`config.mk`:
```
export PLATFORM = sky130hd
export DESIGN_NAME = dash_pattern_segment_generator_core
export DESIGN_NICKNAME = d
export VERILOG_FILES = /design/src/rtl/dpsg_pkg.sv /design/src/rtl/dpsg_ctrl.sv /design/src/rtl/dpsg_datapath.sv /design/src/rtl/dash_pattern_segment_generator_core.sv
export SDC_FILE = /design/constraint.sdc
export NUM_CORES = 1
export LEC_CHECK = 0
export BUFFER_PORTS_ARGS = -buffer_cell sky130_fd_sc_hd__buf_2
export CAP_MARGIN = 0
export CORE_ASPECT_RATIO = 0.75
export CORE_MARGIN = 2
export CORE_UTILIZATION = 40
export CTS_CLUSTER_DIAMETER = 100
export DETAILED_ROUTE_END_ITERATION = 16
export SLEW_MARGIN = 10
export SYNTH_ARGS = -nofsm -noshare
export SYNTH_HDL_FRONTEND = slang
export SYNTH_SLANG_ARGS = --single-unit
```
`constraint.sdc`:
```
create_clock -name clk -period 8.65 [get_ports clk]
set_clock_uncertainty 0.1 [all_clocks]
set_input_delay 1.73 -clock clk [delete_from_list [all_inputs] [get_ports clk]]
set_output_delay 1.73 -clock clk [all_outputs]
set_load 0.03 [all_outputs]
```
`src/rtl/dpsg_pkg.sv`:
```
// Shared types and constants of the dash pattern segment generator.
`timescale 1ns / 1ps
`default_nettype none
package dpsg_pkg;

    localparam int COORD_W = 24;   // signed fixed-point coordinate
    localparam int THICK_W = 23;   // unsigned fixed-point length
    localparam int WIDE_W  = 26;   // working width for x and y sums
    localparam int COLOR_W = 32;
    localparam int DIV_STEPS = 24; // one remainder bit per cycle over |phase|
    localparam int DIV_CNT_W = 5;
    localparam int ADDR_W = 5;
    localparam int DATA_W = 32;
    localparam logic [7:0] DASH_NUM = 8'd166; // 0.65 in 1/256 units

    typedef enum logic [1:0] {
        STYLE_SOLID    = 2'd0,
        STYLE_DOTTED   = 2'd1,
        STYLE_DASHED   = 2'd2,
        STYLE_SQUIGGLE = 2'd3
    } style_t;

    typedef enum logic [2:0] {
        REG_STYLE     = 3'd0,
        REG_THICKNESS = 3'd1,
        REG_PERIOD    = 3'd2,
        REG_AMPLITUDE = 3'd3,
        REG_PHASE     = 3'd4,
        REG_COLOR     = 3'd5,
        REG_SCREEN    = 3'd6,
        REG_NONE      = 3'd7
    } reg_idx_t;

    typedef enum logic [1:0] {
        ST_IDLE = 2'd0,
        ST_DIV  = 2'd1,
        ST_PREP = 2'd2,
        ST_EMIT = 2'd3
    } state_t;

    typedef struct packed {
        style_t                      style_type;
        logic [THICK_W-1:0]          stroke_thickness;
        logic [THICK_W-1:0]          pattern_period;
        logic [THICK_W-1:0]          wave_amplitude;
        logic signed [COORD_W-1:0]   pattern_phase;
        logic [COLOR_W-1:0]          stroke_color;
        logic                        screen_space;
    } cfg_t;

    typedef struct packed {
        logic signed [COORD_W-1:0] span_start;
        logic signed [COORD_W-1:0] span_end;
        logic signed [COORD_W-1:0] line_y;
        logic [THICK_W-1:0]        fallback_thickness;
    } span_t;

    typedef struct packed {
        logic signed [COORD_W-1:0] seg_x0;
        logic signed [COORD_W-1:0] seg_y0;
        logic signed [COORD_W-1:0] seg_x1;
        logic signed [COORD_W-1:0] seg_y1;
        logic [THICK_W-1:0]        seg_thickness;
        logic [COLOR_W-1:0]        seg_color;
        logic                      seg_screen_space;
        logic                      last_segment;
        logic                      truncated;
    } seg_t;

    typedef struct packed {
        logic load;
        logic div_step;
        logic prep;
        logic emit;
    } cmd_t;

    typedef struct packed {
        logic span_empty;
        logic solid;
        logic last;
    } sts_t;

endpackage
`default_nettype wire

```
`src/rtl/dpsg_ctrl.sv`:
```
// Sequencer: phase remainder steps, pattern setup and segment emission.
`timescale 1ns / 1ps
`default_nettype none
module dpsg_ctrl
    import dpsg_pkg::*;
(
    input  wire logic clk,
    input  wire logic rst_n,
    input  wire logic span_valid,
    output logic      span_ready,
    output logic      seg_valid,
    input  wire logic seg_ready,
    input  wire sts_t sts,
    output cmd_t      cmd
);

    state_t                 state_reg, state_next;
    logic [DIV_CNT_W-1:0]   cnt_reg, cnt_next;
    logic                   seg_valid_reg, seg_valid_next;
    logic                   out_free;

    assign out_free = !seg_valid_reg || seg_ready;

    always_ff @(posedge clk or negedge rst_n)
    begin
        if (!rst_n)
        begin
            state_reg     <= ST_IDLE;
            cnt_reg       <= '0;
            seg_valid_reg <= 1'b0;
        end
        else
        begin
            state_reg     <= state_next;
            cnt_reg       <= cnt_next;
            seg_valid_reg <= seg_valid_next;
        end
    end

    // next state
    always_comb
    begin
        state_next = state_reg;
        unique case (state_reg)
            ST_IDLE:
            begin
                if (span_valid && !sts.span_empty)
                    state_next = sts.solid ? ST_EMIT : ST_DIV;
            end
            ST_DIV:
            begin
                if (cnt_reg == DIV_CNT_W'(DIV_STEPS - 1))
                    state_next = ST_PREP;
            end
            ST_PREP:
                state_next = ST_EMIT;
            ST_EMIT:
            begin
                if (out_free && sts.last)
                    state_next = ST_IDLE;
            end
            default:
                state_next = ST_IDLE;
        endcase
    end

    // outputs
    always_comb
    begin
        cmd            = '0;
        span_ready     = 1'b0;
        cnt_next       = cnt_reg;
        seg_valid_next = seg_valid_reg && !seg_ready;
        unique case (state_reg)
            ST_IDLE:
            begin
                span_ready   = 1'b1;
                cmd.load     = span_valid;
                cnt_next     = '0;
            end
            ST_DIV:
            begin
                cmd.div_step = 1'b1;
                cnt_next     = cnt_reg + 1'b1;
            end
            ST_PREP:
                cmd.prep     = 1'b1;
            ST_EMIT:
            begin
                cmd.emit     = out_free;
                if (out_free)
                    seg_valid_next = 1'b1;
            end
            default:
                cmd = '0;
        endcase
    end

    assign seg_valid = seg_valid_reg;

`ifndef SYNTH
    a_no_overwrite: assert property (@(posedge clk) disable iff (!rst_n)
        cmd.emit |-> (!seg_valid_reg || seg_ready))
        else $error("pending segment overwritten");
    a_last_ends: assert property (@(posedge clk) disable iff (!rst_n)
        (cmd.emit && sts.last) |=> (state_reg == ST_IDLE))
        else $error("sequencer did not return to idle after last segment");
    a_pattern_divides: assert property (@(posedge clk) disable iff (!rst_n)
        (cmd.load && !sts.span_empty && !sts.solid) |=> (state_reg == ST_DIV && cnt_reg == '0))
        else $error("patterned span skipped the remainder steps");
`endif

endmodule
`default_nettype wire

```
`src/rtl/dpsg_datapath.sv`:
```
// Datapath: span capture, phase remainder, pattern stepping and result register.
`timescale 1ns / 1ps
`default_nettype none
module dpsg_datapath
    import dpsg_pkg::*;
#(
    parameter int MAX_SEGMENTS = 64,
    parameter int FRAC_BITS    = 8
)
(
    input  wire logic  clk,
    input  wire logic  rst_n,
    input  wire cfg_t  cfg,
    input  wire span_t span,
    input  wire cmd_t  cmd,
    output sts_t       sts,
    output seg_t       seg
);

    localparam int NW = $clog2(MAX_SEGMENTS + 1);
    localparam logic [THICK_W-1:0] ONE_FX    = THICK_W'(1 << FRAC_BITS);
    localparam logic [THICK_W-1:0] PER_DOT   = THICK_W'(3 << FRAC_BITS);
    localparam logic [THICK_W-1:0] PER_DASH  = THICK_W'(7 << FRAC_BITS);
    localparam logic [THICK_W-1:0] PER_SQUIG = THICK_W'(4 << FRAC_BITS);
    localparam logic [THICK_W-1:0] AMP_DEF   = THICK_W'((3 << FRAC_BITS) / 2);
    localparam logic signed [WIDE_W-1:0] SAT_MAX = WIDE_W'(8388607);
    localparam logic signed [WIDE_W-1:0] SAT_MIN = -WIDE_W'(8388608);

    function automatic logic signed [COORD_W-1:0] sat24(input logic signed [WIDE_W-1:0] v);
        logic signed [COORD_W-1:0] r;
        if (v > SAT_MAX)
            r = SAT_MAX[COORD_W-1:0];
        else if (v < SAT_MIN)
            r = SAT_MIN[COORD_W-1:0];
        else
            r = v[COORD_W-1:0];
        return r;
    endfunction

    logic signed [COORD_W-1:0] x0_reg, x1_reg, y_reg;
    logic [THICK_W-1:0]        th_reg, period_reg, amp_reg, rem_reg, len_reg;
    logic [COORD_W-1:0]        dvd_reg;
    logic signed [WIDE_W-1:0]  x_reg;
    logic [NW-1:0]             n_reg;
    logic                      up_reg;
    seg_t                      seg_reg, seg_next;

    logic                      solid, squig;
    logic [COORD_W-1:0]        ph_abs;
    logic [THICK_W-1:0]        period_sel;
    logic [THICK_W:0]          trial, trial_sub;
    logic [THICK_W+7:0]        dash_prod;
    logic signed [WIDE_W-1:0]  x_cur, x1_w, y_w, nx_raw, nx, x_adv, y_lo, y_hi;
    logic signed [WIDE_W-1:0]  y0_w, y1_w;
    logic [NW:0]               n_inc;
    logic                      more, last, adv_inside;

    assign solid = (cfg.style_type == STYLE_SOLID);
    assign squig = (cfg.style_type == STYLE_SQUIGGLE);
    assign ph_abs = cfg.pattern_phase[COORD_W-1] ? (~cfg.pattern_phase + 1'b1)
                                                 : cfg.pattern_phase;

    always_comb
    begin
        if (cfg.pattern_period > ONE_FX)
            period_sel = cfg.pattern_period;
        else
        begin
            unique case (cfg.style_type)
                STYLE_DOTTED: period_sel = PER_DOT;
                STYLE_DASHED: period_sel = PER_DASH;
                default:      period_sel = PER_SQUIG;
            endcase
        end
    end

    // restoring remainder step
    assign trial     = {rem_reg, dvd_reg[COORD_W-1]};
    assign trial_sub = trial - {1'b0, period_reg};
    assign dash_prod = period_reg * DASH_NUM;

    // segment step
    assign x1_w       = WIDE_W'(x1_reg);
    assign y_w        = WIDE_W'(y_reg);
    assign x_cur      = solid ? WIDE_W'(x0_reg) : x_reg;
    assign nx_raw     = x_cur + $signed({3'b000, len_reg});
    assign nx         = (solid || nx_raw > x1_w) ? x1_w : nx_raw;
    assign x_adv      = squig ? nx : (x_cur + $signed({3'b000, period_reg}));
    assign n_inc      = {1'b0, n_reg} + 1'b1;
    assign adv_inside = x_adv < x1_w;
    assign more       = adv_inside && (n_inc < (NW+1)'(MAX_SEGMENTS));
    assign last       = solid || !more;
    assign y_lo       = y_w - $signed({3'b000, amp_reg});
    assign y_hi       = y_w + $signed({3'b000, amp_reg});
    assign y0_w       = !squig ? y_w : (up_reg ? y_hi : y_lo);
    assign y1_w       = !squig ? y_w : (up_reg ? y_lo : y_hi);

    always_comb
    begin
        seg_next                  = seg_reg;
        seg_next.seg_x0           = sat24(x_cur);
        seg_next.seg_y0           = sat24(y0_w);
        seg_next.seg_x1           = sat24(nx);
        seg_next.seg_y1           = sat24(y1_w);
        seg_next.seg_thickness    = th_reg;
        seg_next.seg_color        = cfg.stroke_color;
        seg_next.seg_screen_space = cfg.screen_space;
        seg_next.last_segment     = last;
        seg_next.truncated        = !solid && last && adv_inside;
    end

    // payload, no reset needed
    always_ff @(posedge clk)
    begin
        if (cmd.load)
        begin
            x0_reg     <= span.span_start;
            x1_reg     <= span.span_end;
            y_reg      <= span.line_y;
            th_reg     <= (cfg.stroke_thickness != '0) ? cfg.stroke_thickness
                                                       : span.fallback_thickness;
            period_reg <= period_sel;
            amp_reg    <= (cfg.wave_amplitude != '0) ? cfg.wave_amplitude : AMP_DEF;
            dvd_reg    <= ph_abs;
            rem_reg    <= '0;
        end
        if (cmd.div_step)
        begin
            rem_reg <= trial_sub[THICK_W] ? trial[THICK_W-1:0] : trial_sub[THICK_W-1:0];
            dvd_reg <= {dvd_reg[COORD_W-2:0], 1'b0};
        end
        if (cmd.prep)
        begin
            x_reg <= WIDE_W'(x0_reg) - $signed({3'b000, rem_reg});
            unique case (cfg.style_type)
                STYLE_DOTTED: len_reg <= th_reg;
                STYLE_DASHED: len_reg <= dash_prod[THICK_W+7:8];
                default:      len_reg <= {1'b0, period_reg[THICK_W-1:1]};
            endcase
        end
        if (cmd.emit)
        begin
            x_reg   <= x_adv;
            seg_reg <= seg_next;
        end
    end

    // count restarts on every span, solid ones included
    always_ff @(posedge clk or negedge rst_n)
    begin
        if (!rst_n)
        begin
            n_reg  <= '0;
            up_reg <= 1'b0;
        end
        else if (cmd.prep || cmd.load)
        begin
            n_reg  <= '0;
            up_reg <= 1'b0;
        end
        else if (cmd.emit)
        begin
            n_reg  <= n_inc[NW-1:0];
            up_reg <= !up_reg;
        end
    end

    assign sts.span_empty = (span.span_end <= span.span_start);
    assign sts.solid      = solid;
    assign sts.last       = last;
    assign seg            = seg_reg;

`ifndef SYNTH
    a_cap: assert property (@(posedge clk) disable iff (!rst_n)
        n_reg <= NW'(MAX_SEGMENTS))
        else $error("segment count beyond cap");
    a_trunc_last: assert property (@(posedge clk) disable iff (!rst_n)
        cmd.emit |=> (!seg_reg.truncated || seg_reg.last_segment))
        else $error("truncated flag on a segment that is not last");
    a_rem_bound: assert property (@(posedge clk) disable iff (!rst_n)
        cmd.prep |-> (rem_reg < period_reg))
        else $error("phase remainder not below period");
`endif

endmodule
`default_nettype wire

```
`src/rtl/dash_pattern_segment_generator_core.sv`:
```
// Top level of the dash pattern segment generator: register file and core.
`timescale 1ns / 1ps
`default_nettype none
// Turns one horizontal span into the line segments of a decoration style:
// solid, dotted, dashed or squiggle. A span is taken on span_valid/span_ready
// and each segment leaves as one transfer on seg_valid/seg_ready through an
// output register, so the next segment is prepared while the previous one
// waits. A patterned span first takes the bit-serial remainder of |phase| by
// the period (one bit per cycle), then pattern setup (start x and length, with
// dash multiply if dashed), then one segment per cycle unless seg_ready stalls;
// solid spans skip them. At most MAX_SEGMENTS segments are sent per span;
// the last carries last_segment, and truncated when the cap cut the pattern
// short. A span with span_end <= span_start gives no transfer. Configuration
// must be written over the APB port only while the block is idle (the block
// does not enforce it); offsets are 4 * register index, pready is tied high.
module dash_pattern_segment_generator_core
    import dpsg_pkg::*;
#(
    parameter int MAX_SEGMENTS = 64,
    parameter int FRAC_BITS    = 8
)
(
    input  wire logic              clk,
    input  wire logic              rst_n,
    // configuration
    input  wire logic              psel,
    input  wire logic              penable,
    input  wire logic              pwrite,
    input  wire logic [ADDR_W-1:0] paddr,
    input  wire logic [DATA_W-1:0] pwdata,
    output logic      [DATA_W-1:0] prdata,
    output logic                   pready,
    // span input
    input  wire logic              span_valid,
    output logic                   span_ready,
    input  wire span_t             span,
    // segment output
    output logic                   seg_valid,
    input  wire logic              seg_ready,
    output seg_t                   seg
);

    cfg_t     cfg_reg, cfg_next;
    reg_idx_t reg_idx;
    logic     wr_en;
    cmd_t     cmd;
    sts_t     sts;

    assign pready  = 1'b1;
    assign reg_idx = reg_idx_t'(paddr[ADDR_W-1:2]);
    assign wr_en   = psel && penable && pwrite;

    // register write decode; indexes past the list are dropped
    always_comb
    begin
        cfg_next = cfg_reg;
        if (wr_en)
        begin
            unique case (reg_idx)
                REG_STYLE:     cfg_next.style_type       = style_t'(pwdata[1:0]);
                REG_THICKNESS: cfg_next.stroke_thickness = pwdata[THICK_W-1:0];
                REG_PERIOD:    cfg_next.pattern_period   = pwdata[THICK_W-1:0];
                REG_AMPLITUDE: cfg_next.wave_amplitude   = pwdata[THICK_W-1:0];
                REG_PHASE:     cfg_next.pattern_phase    = pwdata[COORD_W-1:0];
                REG_COLOR:     cfg_next.stroke_color     = pwdata[COLOR_W-1:0];
                REG_SCREEN:    cfg_next.screen_space     = pwdata[0];
                default:       cfg_next = cfg_reg;
            endcase
        end
    end

    always_ff @(posedge clk or negedge rst_n)
    begin
        if (!rst_n)
            cfg_reg <= '0;
        else
            cfg_reg <= cfg_next;
    end

    // read back
    always_comb
    begin
        unique case (reg_idx)
            REG_STYLE:     prdata = DATA_W'(cfg_reg.style_type);
            REG_THICKNESS: prdata = DATA_W'(cfg_reg.stroke_thickness);
            REG_PERIOD:    prdata = DATA_W'(cfg_reg.pattern_period);
            REG_AMPLITUDE: prdata = DATA_W'(cfg_reg.wave_amplitude);
            REG_PHASE:     prdata = DATA_W'($unsigned(cfg_reg.pattern_phase));
            REG_COLOR:     prdata = cfg_reg.stroke_color;
            REG_SCREEN:    prdata = DATA_W'(cfg_reg.screen_space);
            default:       prdata = '0;
        endcase
    end

    dpsg_ctrl u_ctrl (
        .clk        (clk),
        .rst_n      (rst_n),
        .span_valid (span_valid),
        .span_ready (span_ready),
        .seg_valid  (seg_valid),
        .seg_ready  (seg_ready),
        .sts        (sts),
        .cmd        (cmd)
    );

    dpsg_datapath #(
        .MAX_SEGMENTS (MAX_SEGMENTS),
        .FRAC_BITS    (FRAC_BITS)
    ) u_datapath (
        .clk   (clk),
        .rst_n (rst_n),
        .cfg   (cfg_reg),
        .span  (span),
        .cmd   (cmd),
        .sts   (sts),
        .seg   (seg)
    );

`ifndef SYNTH
    a_cfg_quiet: assert property (@(posedge clk) disable iff (!rst_n)
        !wr_en |=> (cfg_reg == $past(cfg_reg)))
        else $error("configuration changed without a write");
    a_idle_on_write: assert property (@(posedge clk) disable iff (!rst_n)
        (wr_en && !span_ready) |-> (reg_idx == REG_NONE || cfg_next == cfg_reg))
        else $error("configuration written while a span is in progress");
    a_accept_idle: assert property (@(posedge clk) disable iff (!rst_n)
        (span_valid && span_ready) |-> (cmd.load && !cmd.emit))
        else $error("span accepted outside idle");
`endif

endmodule
`default_nettype wire
```
==> flow_metrics.env, run 1 <==
export IMPL_cp_required_ns=9.09
export IMPL_dieWidth_um=347.5
export IMPL_yosysSeqAreaShare_pct=43.33
export IMPL_yosysTopAreaCellShare_pct=33.09
export IMPL_initial_core_util_pct=40.39
export IMPL_cts_sinks=535
export IMPL_ys_warn_count=0
export IMPL_layout_setup_ws_ns=0.3504
export IMPL_synthMuxAreaShare_pct=8.429
export IMPL_netlist_area_sq_mm=0.03539
export IMPL_pin_count=328
export IMPL_io_buffers=324
export IMPL_die_area_sq_mm=0.09089
export IMPL_clkTransAtPathRegs_ns=0.06
export IMPL_holdPathStages=0
export IMPL_post_synth_top_count_cell="edfxtp_1"
export IMPL_clockRootBuffer="clkbuf_16"
export IMPL_cp_end_kind="flop"
export IMPL_cp_max_fo=15
export IMPL_cp_depth=33
export IMPL_area_delta_synth_final_pct=14.37
export IMPL_synth_cell_types=91
export IMPL_slew_viol_final=0
export IMPL_power_total_mw=15.78
export IMPL_grt_pass1_wl_um=162000
export IMPL_drtIter0Drc=2475
export IMPL_worst_slew_pin_slew_ns=1.127
export IMPL_synth_area_top_cells="edfxtp_1 33%, ha_1 11%, dfrtp_1 10%"
export IMPL_cp_arrival_ns=8.74
export IMPL_synth_area_leader_cell="edfxtp_1"
export IMPL_cts_max_level=2
export IMPL_synth_compound_area_share_pct=14.30
export IMPL_gp_congestion=0.9393
export IMPL_antenna_found_initial=6
export IMPL_critPathMaxStageDelay_ns=0.64
export IMPL_firstDrtPassIters=5
export IMPL_synth_nets=3844
export IMPL_cap_violations=0
export IMPL_die_h_um=261.6
export IMPL_worstSkewPairLatency_ns=0.69
export IMPL_wl_per_cell_um=22.57
export IMPL_grt_pass1_vias=25362
export IMPL_path_buf_inv=4
export IMPL_fmax_ghz=0.1205
export IMPL_synth_common_cells="390 x edfxtp_1, 336 x inv_1, 310 x ha_1"
export IMPL_critical_path_class="flop to flop"
export IMPL_synthArstFlopShare_pct=26.92
export IMPL_setup_viol=0
export IMPL_wl_um=109600
export IMPL_finalCriticalPeriod_ns=8.300
export IMPL_drc=0
export IMPL_numCtsBuffers=56
export IMPL_power_leakage_nw=17.98
export IMPL_grt_max_degree=96
export IMPL_layout_drive_gt1_share_pct=20.10
export IMPL_synth_adder_area_share_pct=14.50
export IMPL_rows=94
export IMPL_ant_nets=0
export IMPL_num_vias=27052
export IMPL_ys_ff_latch=535
export IMPL_postSynthCellCount=3354
export IMPL_utilization_pct=46.19
export IMPL_cts_buffer_depth=3
export IMPL_critPathLaunchType="flop"
export IMPL_fin_crit_sh_pct=95.95
export IMPL_synth_ff_type="edfxtp_1"
export IMPL_synth_simple_gate_area_share_pct=9.815
export IMPL_peakVddDrop_mv=0.1789
export IMPL_power_density_mw_per_mm2=389.9
export IMPL_synth_area_per_cell_sq_um=10.55
export IMPL_synth_xor_area_share_pct=4.154
export IMPL_fin_nets=4145
export IMPL_core_area_sq_mm=0.08762
export IMPL_relSlewSlack_pct=24.50
export IMPL_synth_edff_count=390
export IMPL_ctsHoldBuffers=0
export IMPL_avgViaCountPerCell=5.572
export IMPL_largest_reg_flops=154
export IMPL_hpwl_um=84010
export IMPL_placedCellCount=4745
export IMPL_r2r_cells=33
export IMPL_synth_top_family_by_area="adder cells"
export IMPL_grt_overflow_total=0
export IMPL_track_usage_pct=23.57
export IMPL_cp_top_family="compound AO/OA/AOI/OAI gates"
export IMPL_pre_cts_slack_ns=0.03305
export IMPL_hp_class="flop to flop"
export IMPL_finalNonFillerCells=4855
export IMPL_hold_viol=0
export IMPL_critPathSlowestCell="or4_1"
export IMPL_status="complete, no violations"
export IMPL_tritoncts="yes"
-- kinds of logic (layout without fill, tap and decap cells) --
family                   after synthesis  count (layout)
AO/OA/AOI/OAI                        774             774
XOR/XNOR                             167             167
adder cells (fa/ha/maj)              394             394
buffers and inverters                503             851
flip-flops                           535             535
multiplexers                         274             274
other                                  1               2
AND/OR/NAND/NOR                      706             706
-- repair_timing --
action,CTS,global route
resized for setup,0,11
setup buffers,0,4
setup endpoints to repair,0,4
-- metal layers --
metal | GRT usage [%] | vias up | part of all wire, % | routed length (um)
met1 | 37.21 | 13199 | 50 | 54330
met4 | 4.978 | 4 | 1.9 | 2060
met3 | 3.658 | 117 | 8.1 | 8866
li1 | - | 12737 | - | -
met2 | 33.60 | 995 | 40 | 44240
met5 | 0 | - | 0.048 | 53
-- cell type report --
cell class	instances	area, sq um
clock inverter	36	371.6
clock buffer	69	1513
timing repair buffer	408	2287
fill	8246	47150
antenna	1	2.502
tap	1152	1441
sequential	535	15340
multi-input combinational	2316	18240
inverter	338	1279
-- metrics by stage --
step                      setup TNS (ns)  cell area, sq um  hold slack (ns)
final                                  0             40470           0.3556
after global routing            -0.05719             40470           0.3807
after CTS                              0             40360           0.3581
after detailed placement               0             38480           0.3552
after global placement                 0             38480           0.3450
after floorplan                        0             35390           0.3268
-- final timing paths --
check	start	end	slack (ns)
worst max-delay path	cfg_reg[126]$_DFFE_PN0P_	u_ctrl.state_reg[0]$_DFFE_PN0P_	0.35
worst min-delay path	cfg_reg[7]$_DFFE_PN0P_	u_datapath.seg[9]$_DFFE_PP_	0.36
worst max register to register	cfg_reg[126]$_DFFE_PN0P_	u_ctrl.state_reg[0]$_DFFE_PN0P_	0.35
worst min register to register	cfg_reg[7]$_DFFE_PN0P_	u_datapath.seg[9]$_DFFE_PP_	0.36
max in group asynchronous	rst_n	u_datapath.up_reg$_DFFE_PN0P_	5.93
min in group asynchronous	rst_n	cfg_reg[125]$_DFFE_PN0P_	1.08
-- report_power, final --
| group | total [mW] | switching (mW) | leakage (nW) | internal [mW] |
|---|---|---|---|---|
| Clock | 2.51 | 1.13 | 0.914 | 1.38 |
| Combinational | 8.79 | 5.33 | 11.5 | 3.46 |
| Sequential | 4.47 | 0.606 | 5.52 | 3.87 |
-- cells in the final DEF (no fill, tap or decap), drive strengths merged, types with 55 or more instances in the layout --
master,instances
xor2,66
xnor2,101
buf,408
nor2,178
mux2i,91
edfxtp,390
a21o,112
nor2b,56
o21ai,180
a21oi,201
clkbuf,69
dfrtp,144
mux2,182
nand2,183
ha,310
inv,342
nor3,55
Note: power is estimated with default switching activity, not from simulation.
==> run 2: changes to the inputs <==
ABC_AREA = 1   (was default)
==> flow_metrics.env, run 2 <==
export IMPL_drc=0
export IMPL_r2r_cells=46
export IMPL_synth_area_per_cell_sq_um=8.735
export IMPL_postSynthCellCount=3930
export IMPL_final_area_sq_mm=0.03870
export IMPL_reg2reg_slack_ns=0.90
export IMPL_holdPathStages=0
export IMPL_power_leakage_nw=17.83
export IMPL_finalCriticalPeriod_ns=7.747
export IMPL_power_density_mw_per_mm2=423.7
export IMPL_yosysTopAreaCellShare_pct=34.12
export IMPL_critPathSlowestCell="fa_1"
export IMPL_layout_drive_gt1_share_pct=11.82
export IMPL_largest_reg_flops=154
export IMPL_status="complete, no violations"
export IMPL_rows=93
export IMPL_setup_tns_ns=0
export IMPL_synth_cell_types=65
export IMPL_core_area_sq_mm=0.08541
export IMPL_fmax_ghz=0.1291
export IMPL_synth_ff_type="edfxtp_1"
export IMPL_endpoint="u_ctrl.state_reg[1]$_DFFE_PN0P_"
export IMPL_placed_area_sq_mm=0.03696
export IMPL_cp_required_ns=9.09
export IMPL_worstSkewPairLatency_ns=0.67
export IMPL_peakVddDrop_mv=0.2051
export IMPL_grt_overflow_total=0
export IMPL_final_cell_mix="809 x nand2_1, 591 x inv_1, 390 x edfxtp_1"
export IMPL_rsz0062_at_grt="false"
export IMPL_ant_nets=0
export IMPL_hp_class="flop to flop"
export IMPL_power_total_mw=16.40
export IMPL_hold_viol=0
export IMPL_synth_area_top_cells="edfxtp_1 34%, ha_1 11%, dfrtp_1 10%"
export IMPL_ys_warn_count=0
export IMPL_wl_per_cell_um=20.37
export IMPL_setup_viol=0
export IMPL_critPathMaxStageDelay_ns=0.44
export IMPL_cts_buffer_depth=3
export IMPL_drtIter0Drc=2964
export IMPL_critPathLaunchType="flop"
export IMPL_cp_max_fo=37
export IMPL_pin_count=328
export IMPL_yosysSeqAreaShare_pct=44.67
export IMPL_cts_max_level=2
export IMPL_die_h_um=257.7
export IMPL_ys_ff_latch=535
export IMPL_track_usage_pct=24.37
export IMPL_synth_common_cells="810 x nand2_1, 592 x inv_1, 390 x edfxtp_1"
export IMPL_regArea_sq_mm=0.01533
export IMPL_tritoncts="yes"
export IMPL_cap_violations=0
export IMPL_area_delta_synth_final_pct=12.75
export IMPL_post_cts_buffers=0
export IMPL_gp_congestion=0.9578
export IMPL_n_fill_cell=8528
export IMPL_cts_resized=0
export IMPL_crit_start="cfg_reg[126]$_DFFE_PN0P_"
export IMPL_synth_area_leader_cell="edfxtp_1"
export IMPL_ctsHoldBuffers=0
export IMPL_grt_pass1_wl_um=163000
export IMPL_reg2reg_to="u_ctrl.state_reg[1]$_DFFE_PN0P_"
export IMPL_synth_nets=4420
export IMPL_clockRootBuffer="clkbuf_16"
export IMPL_reg2reg_from="cfg_reg[126]$_DFFE_PN0P_"
export IMPL_die_area_sq_mm=0.08820
export IMPL_firstDrtPassIters=6
export IMPL_wl_um=109300
export IMPL_relSlewSlack_pct=19.61
export IMPL_cp_end_kind="flop"
export IMPL_clkTransAtPathRegs_ns=0.07
export IMPL_initial_core_util_pct=40.19
export IMPL_cts_sinks=535
export IMPL_numCtsBuffers=56
export IMPL_cp_arrival_ns=8.18
export IMPL_avgViaCountPerCell=5.271
export IMPL_path_common_cell="nand2_1"
export IMPL_synth_edff_count=390
export IMPL_antenna_found_initial=15
export IMPL_post_synth_top_count_cell="nand2_1"
export IMPL_dieWidth_um=342.3
export IMPL_multi_input_area_sq_mm=0.01610
export IMPL_critical_path_class="flop to flop"
export IMPL_hpwl_um=85460
export IMPL_io_buffers=324
export IMPL_final_common_cell="nand2_1"
export IMPL_fin_crit_sh_pct=89.56
export IMPL_netlist_area_sq_mm=0.03433
export IMPL_worst_slew_pin_slew_ns=1.199
export IMPL_synthArstFlopShare_pct=26.92
export IMPL_num_vias=28274
export IMPL_grt_max_degree=89
export IMPL_grt_pass1_vias=25971
export IMPL_utilization_pct=45.32
export IMPL_slew_viol_final=0
export IMPL_fin_nets=4666
[run 2: cell types whose count changed in the layout (fill, tap and decap cells not counted), sizes merged, moves of 36 or more]
| cell | change |
|---|---|
| buf | -60 |
| o21ai | +247 |
| mux2i | -90 |
| mux2 | -182 |
| nand3 | +80 |
| a21o | -106 |
| xnor2 | -64 |
| nand2b | -36 |
| maj3 | -43 |
| nand2 | +634 |
| nor2b | -56 |
| inv | +266 |
| a21oi | +93 |
[run 2: cell families (layout without fill, tap and decap cells)]
| logic type | Yosys count | count (layout) | synth area share, % |
|---|---|---|---|
| xor gates and xnor gates | 122 | 122 | 3.113 |
| adders and majority gates | 351 | 351 | 13.69 |
| muxes | 1 | 1 | 0.02916 |
| buffers and inverters | 767 | 1059 | 8.522 |
| and+or+nand+nor | 1228 | 1228 | 14.59 |
| DFF | 535 | 535 | 44.67 |
| other | 1 | 3 | 0.01092 |
| AOI/OAI and AO/OA | 925 | 925 | 15.38 |
[run 2: how the worst min path moves through the flow]
stage,slack (ns),endpoint,from
finish,0.34,u_datapath.seg[28]$_DFFE_PP_,cfg_reg[26]$_DFFE_PN0P_
global route,0.36,u_datapath.seg[28]$_DFFE_PP_,cfg_reg[26]$_DFFE_PN0P_
CTS,0.35,u_datapath.seg[22]$_DFFE_PP_,cfg_reg[20]$_DFFE_PN0P_
detailed placement,0.33,u_datapath.seg[22]$_DFFE_PP_,cfg_reg[20]$_DFFE_PN0P_
global placement,0.33,u_datapath.seg[12]$_DFFE_PP_,cfg_reg[10]$_DFFE_PN0P_
floorplan,0.32,u_datapath.seg[12]$_DFFE_PP_,cfg_reg[10]$_DFFE_PN0P_
[run 2: area by class of cell]
type	count	share of cell area, %
Clock buffer	78	3.912
Multi-Input combinational cell	2628	41.59
Sequential cell	535	39.62
Antenna cell	2	0.01293
Tap cell	1140	3.685
Clock inverter	26	0.5819
Inverter	607	5.932
Timing Repair Buffer	348	4.671
[run 2: stage by stage]
stage | hold WS, ns | std cells | setup slack (ns)
2_1_floorplan | 0.3249 | 3930 | 1.494
3_3_place_gp | 0.3276 | 5258 | 0.8202
3_5_place_dp | 0.3317 | 5258 | 0.6785
4_1_cts | 0.3477 | 5362 | 0.6316
5_1_grt | 0.3580 | 5363 | 0.02144
6_report | 0.3425 | 5364 | 0.9028
[run 2: metal layers]
layer | track usage, % | share of wire, % | vias up
met5 | 0 | 0.010 | -
met4 | 4.922 | 2.0 | 2
met3 | 4.012 | 9.1 | 129
met2 | 33.11 | 39 | 1095
met1 | 39.81 | 50 | 13324
li1 | - | - | 13724
[run 2: critical path: cells and delay by family, from the launching register on]
family | cells | cell delay (ns)
and+or+nand+nor | 29 | 3.13
AOI/OAI and AO/OA | 6 | 1.19
adders and majority gates | 4 | 1.44
buffers and inverters | 6 | 1.13
xor gates and xnor gates | 1 | 0.14
DFF | 1 | 0.43
[run 2: power by group]
group / switching, mW / internal, mW
logic: 6.50 / 3.17
registers: 0.517 / 3.85
clock network: 1.13 / 1.24
